## src/rtl/tlbd_pkg.sv

```systemverilog
// Package with the shared types, codes and helpers of the type/length block deframer.
package tlbd_pkg;

    localparam logic [1:0] PH_HEADER  = 2'd0;
    localparam logic [1:0] PH_LENGTH  = 2'd1;
    localparam logic [1:0] PH_PAYLOAD = 2'd2;

    localparam logic [1:0] RES_PAYLOAD = 2'd0;
    localparam logic [1:0] RES_EMPTY   = 2'd1;
    localparam logic [1:0] RES_SUMMARY = 2'd2;

    localparam logic [3:0] DIRECT_MIN = 4'd4;
    localparam logic [23:0] TOTAL_MAX = 24'hFFFFFF;

    localparam logic [3:0] KIND_ENTRY_A  = 4'd1;
    localparam logic [3:0] KIND_ENTRY_B  = 4'd7;
    localparam logic [3:0] KIND_ENTRY_C  = 4'd10;
    localparam logic [3:0] KIND_ENTRY_D  = 4'd11;
    localparam logic [3:0] KIND_ENTRY_E  = 4'd13;
    localparam logic [3:0] KIND_RESOURCE = 4'd2;

    typedef struct packed {
        logic [1:0]  result_kind;
        logic [3:0]  block_kind;
        logic [7:0]  payload_byte;
        logic        block_done;
        logic [31:0] block_start;
        logic [23:0] entries_seen;
        logic [23:0] resources_seen;
        logic [31:0] first_entry_at;
        logic [31:0] first_resource_at;
        logic [1:0]  found_flags;
        logic        end_status;
    } result_t;

    function automatic logic is_entry_kind(input logic [3:0] kind);
        logic hit;
        hit = 1'b0;
        case (kind) inside
            KIND_ENTRY_A, KIND_ENTRY_B, KIND_ENTRY_C, KIND_ENTRY_D, KIND_ENTRY_E:
                hit = 1'b1;
            default:
                hit = 1'b0;
        endcase
        return hit;
    endfunction

endpackage

```

## src/rtl/tlbd_in_if.sv

```systemverilog
// Request channel that carries one stream byte or an end-of-stream marker.
interface tlbd_in_if;
    logic       valid;
    logic       ready;
    logic [7:0] stream_byte;
    logic       stream_end;

    modport source (output valid, output stream_byte, output stream_end, input ready);
    modport sink (input valid, input stream_byte, input stream_end, output ready);
endinterface

```

## src/rtl/tlbd_out_if.sv

```systemverilog
// Request channel that carries one deframed result.
interface tlbd_out_if;
    logic        valid;
    logic        ready;
    logic [1:0]  result_kind;
    logic [3:0]  block_kind;
    logic [7:0]  payload_byte;
    logic        block_done;
    logic [31:0] block_start;
    logic [23:0] entries_seen;
    logic [23:0] resources_seen;
    logic [31:0] first_entry_at;
    logic [31:0] first_resource_at;
    logic [1:0]  found_flags;
    logic        end_status;

    modport source (
        output valid, input ready,
        output result_kind, output block_kind, output payload_byte, output block_done,
        output block_start, output entries_seen, output resources_seen,
        output first_entry_at, output first_resource_at, output found_flags,
        output end_status
    );
    modport sink (
        input valid, output ready,
        input result_kind, input block_kind, input payload_byte, input block_done,
        input block_start, input entries_seen, input resources_seen,
        input first_entry_at, input first_resource_at, input found_flags,
        input end_status
    );
endinterface

```

## src/rtl/tlbd_parser.sv

```systemverilog
// Block parser: phase, length and offset state, block statistics and result forming.
module tlbd_parser (
    input  logic               clk,
    input  logic               rst_n,
    input  logic               take,
    input  logic [7:0]         stream_byte,
    input  logic               stream_end,
    output logic               res_valid,
    output tlbd_pkg::result_t  res
);

    logic [1:0]  phase_reg, phase_next;
    logic [2:0]  len_left_reg, len_left_next;
    logic [31:0] pay_left_reg, pay_left_next;
    logic [3:0]  kind_reg, kind_next;
    logic [31:0] pos_reg, pos_next;
    logic [31:0] start_reg, start_next;
    logic [23:0] entry_total_reg, entry_total_next;
    logic [23:0] res_total_reg, res_total_next;
    logic [31:0] entry_at_reg, entry_at_next;
    logic        entry_found_reg, entry_found_next;
    logic [31:0] res_at_reg, res_at_next;
    logic        res_found_reg, res_found_next;

    logic        complete;
    logic        emit;
    logic [1:0]  emit_kind;
    logic        emit_done;
    logic [3:0]  code;
    logic [2:0]  len_dec;
    logic [31:0] pay_shift;
    logic [31:0] pay_dec;

    always_comb
    begin
        phase_next       = phase_reg;
        len_left_next    = len_left_reg;
        pay_left_next    = pay_left_reg;
        kind_next        = kind_reg;
        pos_next         = pos_reg;
        start_next       = start_reg;
        entry_total_next = entry_total_reg;
        res_total_next   = res_total_reg;
        entry_at_next    = entry_at_reg;
        entry_found_next = entry_found_reg;
        res_at_next      = res_at_reg;
        res_found_next   = res_found_reg;
        res_valid        = 1'b0;
        res              = '0;
        complete         = 1'b0;
        emit             = 1'b0;
        emit_kind        = tlbd_pkg::RES_PAYLOAD;
        emit_done        = 1'b0;
        code             = stream_byte[7:4];
        len_dec          = (len_left_reg != 3'd0) ? (len_left_reg - 3'd1) : 3'd0;
        pay_shift        = {pay_left_reg[23:0], stream_byte};
        pay_dec          = (pay_left_reg != 32'd0) ? (pay_left_reg - 32'd1) : 32'd0;

        if (take)
        begin
            if (stream_end)
            begin
                res_valid             = 1'b1;
                res.result_kind       = tlbd_pkg::RES_SUMMARY;
                res.end_status        = (phase_reg != tlbd_pkg::PH_HEADER);
                res.block_kind        = res.end_status ? kind_reg : 4'd0;
                res.block_start       = res.end_status ? start_reg : 32'd0;
                res.entries_seen      = entry_total_reg;
                res.resources_seen    = res_total_reg;
                res.first_entry_at    = entry_at_reg;
                res.first_resource_at = res_at_reg;
                res.found_flags       = {res_found_reg, entry_found_reg};
                phase_next            = tlbd_pkg::PH_HEADER;
                len_left_next         = 3'd0;
                pay_left_next         = 32'd0;
            end
            else
            begin
                pos_next = pos_reg + 32'd1;
                unique case (phase_reg)
                    tlbd_pkg::PH_HEADER:
                    begin
                        kind_next  = stream_byte[3:0];
                        start_next = pos_reg;
                        if (code >= tlbd_pkg::DIRECT_MIN)
                        begin
                            pay_left_next = {28'd0, code - tlbd_pkg::DIRECT_MIN};
                            if (code == tlbd_pkg::DIRECT_MIN)
                            begin
                                emit      = 1'b1;
                                emit_kind = tlbd_pkg::RES_EMPTY;
                                emit_done = 1'b1;
                                complete  = 1'b1;
                            end
                            else
                            begin
                                phase_next = tlbd_pkg::PH_PAYLOAD;
                            end
                        end
                        else
                        begin
                            len_left_next = {1'b0, code[1:0]} + 3'd1;
                            pay_left_next = 32'd0;
                            phase_next    = tlbd_pkg::PH_LENGTH;
                        end
                    end
                    tlbd_pkg::PH_LENGTH:
                    begin
                        pay_left_next = pay_shift;
                        len_left_next = len_dec;
                        if (len_dec == 3'd0)
                        begin
                            if (pay_shift == 32'd0)
                            begin
                                emit      = 1'b1;
                                emit_kind = tlbd_pkg::RES_EMPTY;
                                emit_done = 1'b1;
                                complete  = 1'b1;
                            end
                            else
                            begin
                                phase_next = tlbd_pkg::PH_PAYLOAD;
                            end
                        end
                    end
                    tlbd_pkg::PH_PAYLOAD:
                    begin
                        pay_left_next = pay_dec;
                        emit          = 1'b1;
                        emit_kind     = tlbd_pkg::RES_PAYLOAD;
                        emit_done     = (pay_dec == 32'd0);
                        complete      = (pay_dec == 32'd0);
                    end
                    default:
                    begin
                        phase_next = tlbd_pkg::PH_HEADER;
                    end
                endcase

                if (emit)
                begin
                    res_valid        = 1'b1;
                    res.result_kind  = emit_kind;
                    res.block_kind   = kind_next;
                    res.payload_byte = (emit_kind == tlbd_pkg::RES_PAYLOAD) ? stream_byte : 8'd0;
                    res.block_done   = emit_done;
                    res.block_start  = start_next;
                end

                if (complete)
                begin
                    if (tlbd_pkg::is_entry_kind(kind_next))
                    begin
                        if (entry_total_reg != tlbd_pkg::TOTAL_MAX)
                        begin
                            entry_total_next = entry_total_reg + 24'd1;
                        end
                        if (!entry_found_reg)
                        begin
                            entry_found_next = 1'b1;
                            entry_at_next    = start_next;
                        end
                    end
                    else if (kind_next == tlbd_pkg::KIND_RESOURCE)
                    begin
                        if (res_total_reg != tlbd_pkg::TOTAL_MAX)
                        begin
                            res_total_next = res_total_reg + 24'd1;
                        end
                        if (!res_found_reg)
                        begin
                            res_found_next = 1'b1;
                            res_at_next    = start_next;
                        end
                    end
                    phase_next    = tlbd_pkg::PH_HEADER;
                    len_left_next = 3'd0;
                    pay_left_next = 32'd0;
                end
            end
        end
    end

    always_ff @(posedge clk or negedge rst_n)
    begin
        if (!rst_n)
        begin
            phase_reg       <= tlbd_pkg::PH_HEADER;
            len_left_reg    <= 3'd0;
            pay_left_reg    <= 32'd0;
            kind_reg        <= 4'd0;
            pos_reg         <= 32'd0;
            start_reg       <= 32'd0;
            entry_total_reg <= 24'd0;
            res_total_reg   <= 24'd0;
            entry_at_reg    <= 32'd0;
            entry_found_reg <= 1'b0;
            res_at_reg      <= 32'd0;
            res_found_reg   <= 1'b0;
        end
        else
        begin
            phase_reg       <= phase_next;
            len_left_reg    <= len_left_next;
            pay_left_reg    <= pay_left_next;
            kind_reg        <= kind_next;
            pos_reg         <= pos_next;
            start_reg       <= start_next;
            entry_total_reg <= entry_total_next;
            res_total_reg   <= res_total_next;
            entry_at_reg    <= entry_at_next;
            entry_found_reg <= entry_found_next;
            res_at_reg      <= res_at_next;
            res_found_reg   <= res_found_next;
        end
    end

endmodule

```

## src/rtl/tlbd_out_stage.sv

```systemverilog
// Output register stage that holds one result until the downstream side takes it.
module tlbd_out_stage (
    input  logic               clk,
    input  logic               rst_n,
    input  logic               take,
    input  logic               res_valid,
    input  tlbd_pkg::result_t  res,
    output logic               space,
    tlbd_out_if.source         result
);

    logic              valid_reg, valid_next;
    tlbd_pkg::result_t data_reg;

    assign space = !valid_reg || result.ready;

    always_comb
    begin
        valid_next = valid_reg;
        if (take)
        begin
            valid_next = res_valid || (valid_reg && !result.ready);
        end
        else if (result.ready)
        begin
            valid_next = 1'b0;
        end
    end

    always_ff @(posedge clk or negedge rst_n)
    begin
        if (!rst_n)
        begin
            valid_reg <= 1'b0;
        end
        else
        begin
            valid_reg <= valid_next;
        end
    end

    always_ff @(posedge clk)
    begin
        if (take && res_valid)
        begin
            data_reg <= res;
        end
    end

    assign result.valid             = valid_reg;
    assign result.result_kind       = data_reg.result_kind;
    assign result.block_kind        = data_reg.block_kind;
    assign result.payload_byte      = data_reg.payload_byte;
    assign result.block_done        = data_reg.block_done;
    assign result.block_start       = data_reg.block_start;
    assign result.entries_seen      = data_reg.entries_seen;
    assign result.resources_seen    = data_reg.resources_seen;
    assign result.first_entry_at    = data_reg.first_entry_at;
    assign result.first_resource_at = data_reg.first_resource_at;
    assign result.found_flags       = data_reg.found_flags;
    assign result.end_status        = data_reg.end_status;

endmodule

```

## src/rtl/type_length_block_deframer.sv

```systemverilog
// Top level of the type/length block deframer.
// The block takes one stream byte or end marker per cycle while the output register has space
// and answers each request with at most one result, registered in the output stage: a payload
// byte, an empty-block marker, or an end summary with the entry and resource counts and first
// offsets. A request is taken in every cycle in which the output register is empty or is being
// read, so throughput is one request per clock, set by the single output register stage.
// Header and length bytes produce no result but the empty-block marker of a payload-less block.
module type_length_block_deframer (
    input  logic       clk,
    input  logic       rst_n,
    tlbd_in_if.sink    stream,
    tlbd_out_if.source result
);

    logic              space;
    logic              take;
    logic              res_valid;
    tlbd_pkg::result_t res;

    assign stream.ready = space;
    assign take         = stream.valid && space;

    tlbd_parser u_parser (
        .clk         (clk),
        .rst_n       (rst_n),
        .take        (take),
        .stream_byte (stream.stream_byte),
        .stream_end  (stream.stream_end),
        .res_valid   (res_valid),
        .res         (res)
    );

    tlbd_out_stage u_out_stage (
        .clk       (clk),
        .rst_n     (rst_n),
        .take      (take),
        .res_valid (res_valid),
        .res       (res),
        .space     (space),
        .result    (result)
    );

endmodule
```

## src/flat_wrapper.sv

```systemverilog
// flat-port wrapper written by rule: the top's interface ports become plain ports
module type_length_block_deframer_flat 
  (clk, rst_n, stream_valid, stream_stream_byte, stream_stream_end, stream_ready, result_valid, result_ready, result_result_kind, result_block_kind, result_payload_byte, result_block_done, result_block_start, result_entries_seen, result_resources_seen, result_first_entry_at, result_first_resource_at, result_found_flags, result_end_status);
  tlbd_in_if stream_i ();
  tlbd_out_if result_i ();
  input  logic clk;
  input  logic rst_n;
  input wire logic [$bits(stream_i.valid)-1:0] stream_valid;
  input wire logic [$bits(stream_i.stream_byte)-1:0] stream_stream_byte;
  input wire logic [$bits(stream_i.stream_end)-1:0] stream_stream_end;
  output wire logic [$bits(stream_i.ready)-1:0] stream_ready;
  output wire logic [$bits(result_i.valid)-1:0] result_valid;
  input wire logic [$bits(result_i.ready)-1:0] result_ready;
  output wire logic [$bits(result_i.result_kind)-1:0] result_result_kind;
  output wire logic [$bits(result_i.block_kind)-1:0] result_block_kind;
  output wire logic [$bits(result_i.payload_byte)-1:0] result_payload_byte;
  output wire logic [$bits(result_i.block_done)-1:0] result_block_done;
  output wire logic [$bits(result_i.block_start)-1:0] result_block_start;
  output wire logic [$bits(result_i.entries_seen)-1:0] result_entries_seen;
  output wire logic [$bits(result_i.resources_seen)-1:0] result_resources_seen;
  output wire logic [$bits(result_i.first_entry_at)-1:0] result_first_entry_at;
  output wire logic [$bits(result_i.first_resource_at)-1:0] result_first_resource_at;
  output wire logic [$bits(result_i.found_flags)-1:0] result_found_flags;
  output wire logic [$bits(result_i.end_status)-1:0] result_end_status;
  assign stream_i.valid = stream_valid;
  assign stream_i.stream_byte = stream_stream_byte;
  assign stream_i.stream_end = stream_stream_end;
  assign stream_ready = stream_i.ready;
  assign result_valid = result_i.valid;
  assign result_i.ready = result_ready;
  assign result_result_kind = result_i.result_kind;
  assign result_block_kind = result_i.block_kind;
  assign result_payload_byte = result_i.payload_byte;
  assign result_block_done = result_i.block_done;
  assign result_block_start = result_i.block_start;
  assign result_entries_seen = result_i.entries_seen;
  assign result_resources_seen = result_i.resources_seen;
  assign result_first_entry_at = result_i.first_entry_at;
  assign result_first_resource_at = result_i.first_resource_at;
  assign result_found_flags = result_i.found_flags;
  assign result_end_status = result_i.end_status;
  type_length_block_deframer u_core (.clk(clk), .rst_n(rst_n), .stream(stream_i), .result(result_i));
endmodule
```

## config.mk

```make
export PLATFORM = sky130hd
export DESIGN_NAME = type_length_block_deframer_flat
export DESIGN_NICKNAME = d
export VERILOG_FILES = /design/src/rtl/tlbd_pkg.sv /design/src/rtl/tlbd_in_if.sv /design/src/rtl/tlbd_out_if.sv /design/src/rtl/tlbd_parser.sv /design/src/rtl/tlbd_out_stage.sv /design/src/rtl/type_length_block_deframer.sv /design/src/flat_wrapper.sv
export SDC_FILE = /design/constraint.sdc
export NUM_CORES = 1
export LEC_CHECK = 0
export BUFFER_PORTS_ARGS = -buffer_cell sky130_fd_sc_hd__buf_2
export CAP_MARGIN = 10
export CORE_MARGIN = 1.5
export CORE_UTILIZATION = 35
export DETAILED_ROUTE_END_ITERATION = 6
export HOLD_SLACK_MARGIN = 0.06
export PLACE_DENSITY = 0.57
export SLEW_MARGIN = 20
export SYNTH_ARGS = -nofsm -noshare
export SYNTH_HDL_FRONTEND = slang
export SYNTH_HIERARCHICAL = 1
export SYNTH_SLANG_ARGS = --single-unit
```

## constraint.sdc

```tcl
create_clock -name clk -period 12.8 [get_ports clk]
set_clock_uncertainty 0.15 [all_clocks]
set_input_delay 0.64 -clock clk [delete_from_list [all_inputs] [get_ports clk]]
set_output_delay 0.64 -clock clk [all_outputs]
set_load 0.02 [all_outputs]
```

==> flow_metrics.env <==
export IMPL_critPathSlowestCell="nor2b_4"
export IMPL_clockBufferDepth=3
export IMPL_crit_path_frequent_cell="nand4_1"
export IMPL_core_mm2=0.0493
export IMPL_hpwl_after_detailed_placement_um=27400
export IMPL_drt_iter0_markers=890
export IMPL_ir_drop_worst_vdd_uv=77.5
export IMPL_antenna_found_initial=0
export IMPL_yosysTopAreaCell="dfrtp_1"
export IMPL_netlist_top_cells_area="dfrtp_1 31%, edfxtp_1 28%, and3_1 4.8%, mux2_2 3.8%, nand2_1 3.4%"
export IMPL_die_x_um=227
export IMPL_cts_root_buffer_cell="clkbuf_16"
export IMPL_ff2ff_setup_slack_ps=7670
export IMPL_total_power_mw=3.53
export IMPL_grt_setup_unrepaired="no"
export IMPL_synth_enable_flop_cells=162
export IMPL_crit_path_start_kind="register"
export IMPL_avgSynthCellArea_um2=11.9
export IMPL_async_reset_ff_share_pct=57.6
export IMPL_fin_nets=1629
export IMPL_setup_viol=0
export IMPL_fin_worst_hold_slack_ps=199
export IMPL_critPathArrivalTime_ps=5430
export IMPL_die_area_mm2=0.0515
export IMPL_remaining_drc_errors=0
export IMPL_drt_first_pass_iters=5
export IMPL_yosys_register_bits=382
export IMPL_crit_type="reg2reg"
export IMPL_grt_start_max_net_pins=123
export IMPL_wirelength_um=42300
export IMPL_cell_chain_critical_path="inv_1 > ha_1 > nor3b_2 > nand4_1 > o21a_1 > nor4_1 > nand4_1 > o22ai_4 > nor2b_4 > buf_16 > mux2_2"
export IMPL_post_synth_instance_area_mm2=0.0176
export IMPL_drt_vias_per_instance=5.16
export IMPL_yosys_area_top_type_share_pct=31.4
export IMPL_final_min_clock_period_ps=5130
export IMPL_globalplace_congestion=0.872
export IMPL_placement_rows=81
export IMPL_pwr_density_cell_mw_per_mm2=173
export IMPL_slew_limit_headroom_pct=30.5
export IMPL_drive_above_1_share_pct=22.7
export IMPL_worst_hold_path_type="in2reg"
export IMPL_fin_util_pct=41.4
export IMPL_endpoint_kind="register"
export IMPL_cp_data_required_time_ps=13100
export IMPL_synthesis_nets=1505
export IMPL_num_antenna_cells=0
export IMPL_timing_critical_path_slowest_cell_delay_ps=610
export IMPL_average_routed_wire_per_standard_cell_um=18.4
export IMPL_detailroute_via_count=11900
export IMPL_status="complete, no violations"
export IMPL_grt_overflow=0
export IMPL_cts_clk_slew_worst_paths_ps=60
export IMPL_achievable_frequency_mhz=195
export IMPL_floorplan_initialDensity_pct=35.7
export IMPL_post_cts_setup_buffers=0
export IMPL_synth_sequential_area_ratio_pct=59.1
export IMPL_port_buffers=176
export IMPL_synth_main_ff_cell="dfrtp_1"
export IMPL_drv_slew=0
export IMPL_tritoncts="done"
export IMPL_synth_distinct_cells=73
export IMPL_worst_slew_pin_transition_ps=1040
export IMPL_flow_area_growth_from_synthesis_pct=16.1
export IMPL_top_level_ports=177
export IMPL_grt_pass1_vias=11700
export IMPL_grt_pass1_wl_um=66000
export IMPL_cts_htree_levels=2
export IMPL_fin_crit_sh_pct=40.1
export IMPL_cts_num_sinks=382
export IMPL_synth_warning_count=6
export IMPL_setup_tns_final_ps=0
export IMPL_postSynthCellCount=1481
export IMPL_grt_use_total_pct=16.4
export IMPL_timing_hold_violations_final=0
export IMPL_max_cap_violations=0
export IMPL_critical_path_peak_fanout=25
export IMPL_insertion_delay_ps=580
export IMPL_cts_buffers=43
export IMPL_ant_nets=0
export IMPL_die_height_um=227
export IMPL_cellLeakagePower_nw=9.29
## through the flow
stage / cells / setup WS [ps] / instance area (um^2)
floorplan: 1481 / 6650 / 17600
global placement: 2221 / 7460 / 19000
finish: 2304 / 7670 / 20400
detailed placement: 2221 / 7330 / 19000
CTS: 2302 / 7320 / 20300
global route: 2304 / 7330 / 20400
## cells in the mapped netlist, types with 7 or more instances
| library cell | n |
|---|---|
| a21oi_1 | 47 |
| a221o_1 | 12 |
| a22o_1 | 9 |
| a22oi_1 | 12 |
| and2_1 | 15 |
| and3_1 | 136 |
| buf_2 | 11 |
| clkbuf_1 | 89 |
| dfrtp_1 | 220 |
| edfxtp_1 | 162 |
| ha_1 | 11 |
| inv_1 | 18 |
| mux2_1 | 13 |
| mux2_2 | 60 |
| mux2_4 | 30 |
| nand2_1 | 159 |
| nand2b_1 | 41 |
| nand3_1 | 43 |
| nand4_1 | 38 |
| nor2_1 | 42 |
| nor2b_1 | 9 |
| nor3_1 | 48 |
| nor4_1 | 17 |
| o21ai_0 | 22 |
| o2bb2ai_1 | 13 |
| o31ai_1 | 11 |
| or3_1 | 7 |
| xnor2_1 | 49 |
| xor2_1 | 40 |
## logic make-up after synthesis
kind of cell    after synthesis  share of synthesized area [%]
compound gates              160                           6.40
xor+xnor                     89                           4.44
fa+ha+maj                    11                          0.784
buf+inv                     129                           3.05
flops                       382                           59.1
mux                         108                           7.53
simple gates                602                           18.7
## metal layers
layer | share of wire [%] | routed length (um) | track usage, %
met3 | 5.2 | 2210 | 2.66
met2 | 47 | 20000 | 26.3
met1 | 45 | 19000 | 22.4
met5 | 0 | 0 | 0
met4 | 2.5 | 1050 | 5.79
## critical path, delay by kind of cell (launching register included)
kind	cells	cell delay [ps]
simple gates	5	2500
compound gates	2	970
flops	1	470
buf+inv	2	360
mux	1	350
fa+ha+maj	1	190
## layout by cell type (no fill, tap or decap), drive strengths merged, types with 7 or more instances in the layout
cell | Yosys | layout
dfrtp | 220 | 220
buf | 22 | 189
edfxtp | 162 | 162
nand2 | 160 | 160
and3 | 136 | 136
mux2 | 103 | 103
clkbuf | 89 | 64
xnor2 | 49 | 49
nor3 | 48 | 48
a21oi | 47 | 47
nand3 | 43 | 43
nor2 | 42 | 42
nand2b | 42 | 42
xor2 | 40 | 40
nand4 | 38 | 38
o21ai | 24 | 24
nor4 | 21 | 21
inv | 18 | 20
and2 | 15 | 15
o2bb2ai | 13 | 13
a22oi | 12 | 12
a221o | 12 | 12
o31ai | 12 | 12
clkinv | 0 | 12
ha | 11 | 11
a22o | 9 | 9
nor2b | 9 | 9
or3 | 7 | 7
or2 | 7 | 7
nor3b | 7 | 7
or4 | 7 | 7
nor4b | 7 | 7
## power breakdown
part | internal, mW | switching (mW)
sequential | 1.38 | 0.0800
clock | 0.677 | 0.495
combinational | 0.302 | 0.600
## worst paths after layout
check | cells after the start | startpoint | endpoint
setup / recovery | 11 | u_core/u_parser/pay_left_reg[0] | u_core/u_parser/res_at_reg[18]
hold / removal | 3 | result_ready | u_core/u_out_stage/result.valid
setup reg to reg | 11 | u_core/u_parser/pay_left_reg[0] | u_core/u_parser/res_at_reg[18]
hold reg to reg | 1 | u_core/u_parser/res_at_reg[7] | u_core/u_parser/res_at_reg[7]
max in group asynchronous | 3 | rst_n | u_core/u_parser/pos_reg[28]
min in group asynchronous | 2 | rst_n | u_core/u_parser/pay_left_reg[1]
## layout make-up
class | count | area (um^2)
Fill cell | 4672 | 28900
Tap cell | 664 | 831
Clock buffer | 64 | 1250
Timing Repair Buffer | 190 | 1050
Multi-Input combinational cell | 970 | 6720
Inverter | 18 | 72.6
Clock inverter | 16 | 105
Sequential cell | 382 | 10400
## repair_timing
action | 4_1_cts | 5_1_grt
resized for setup | 0 | 0
hold buffers | 1 | 0
endpoints found under the hold margin | 77 | 0
setup endpoints to repair | 0 | 0
Note: power is estimated with default switching activity, not from simulation.
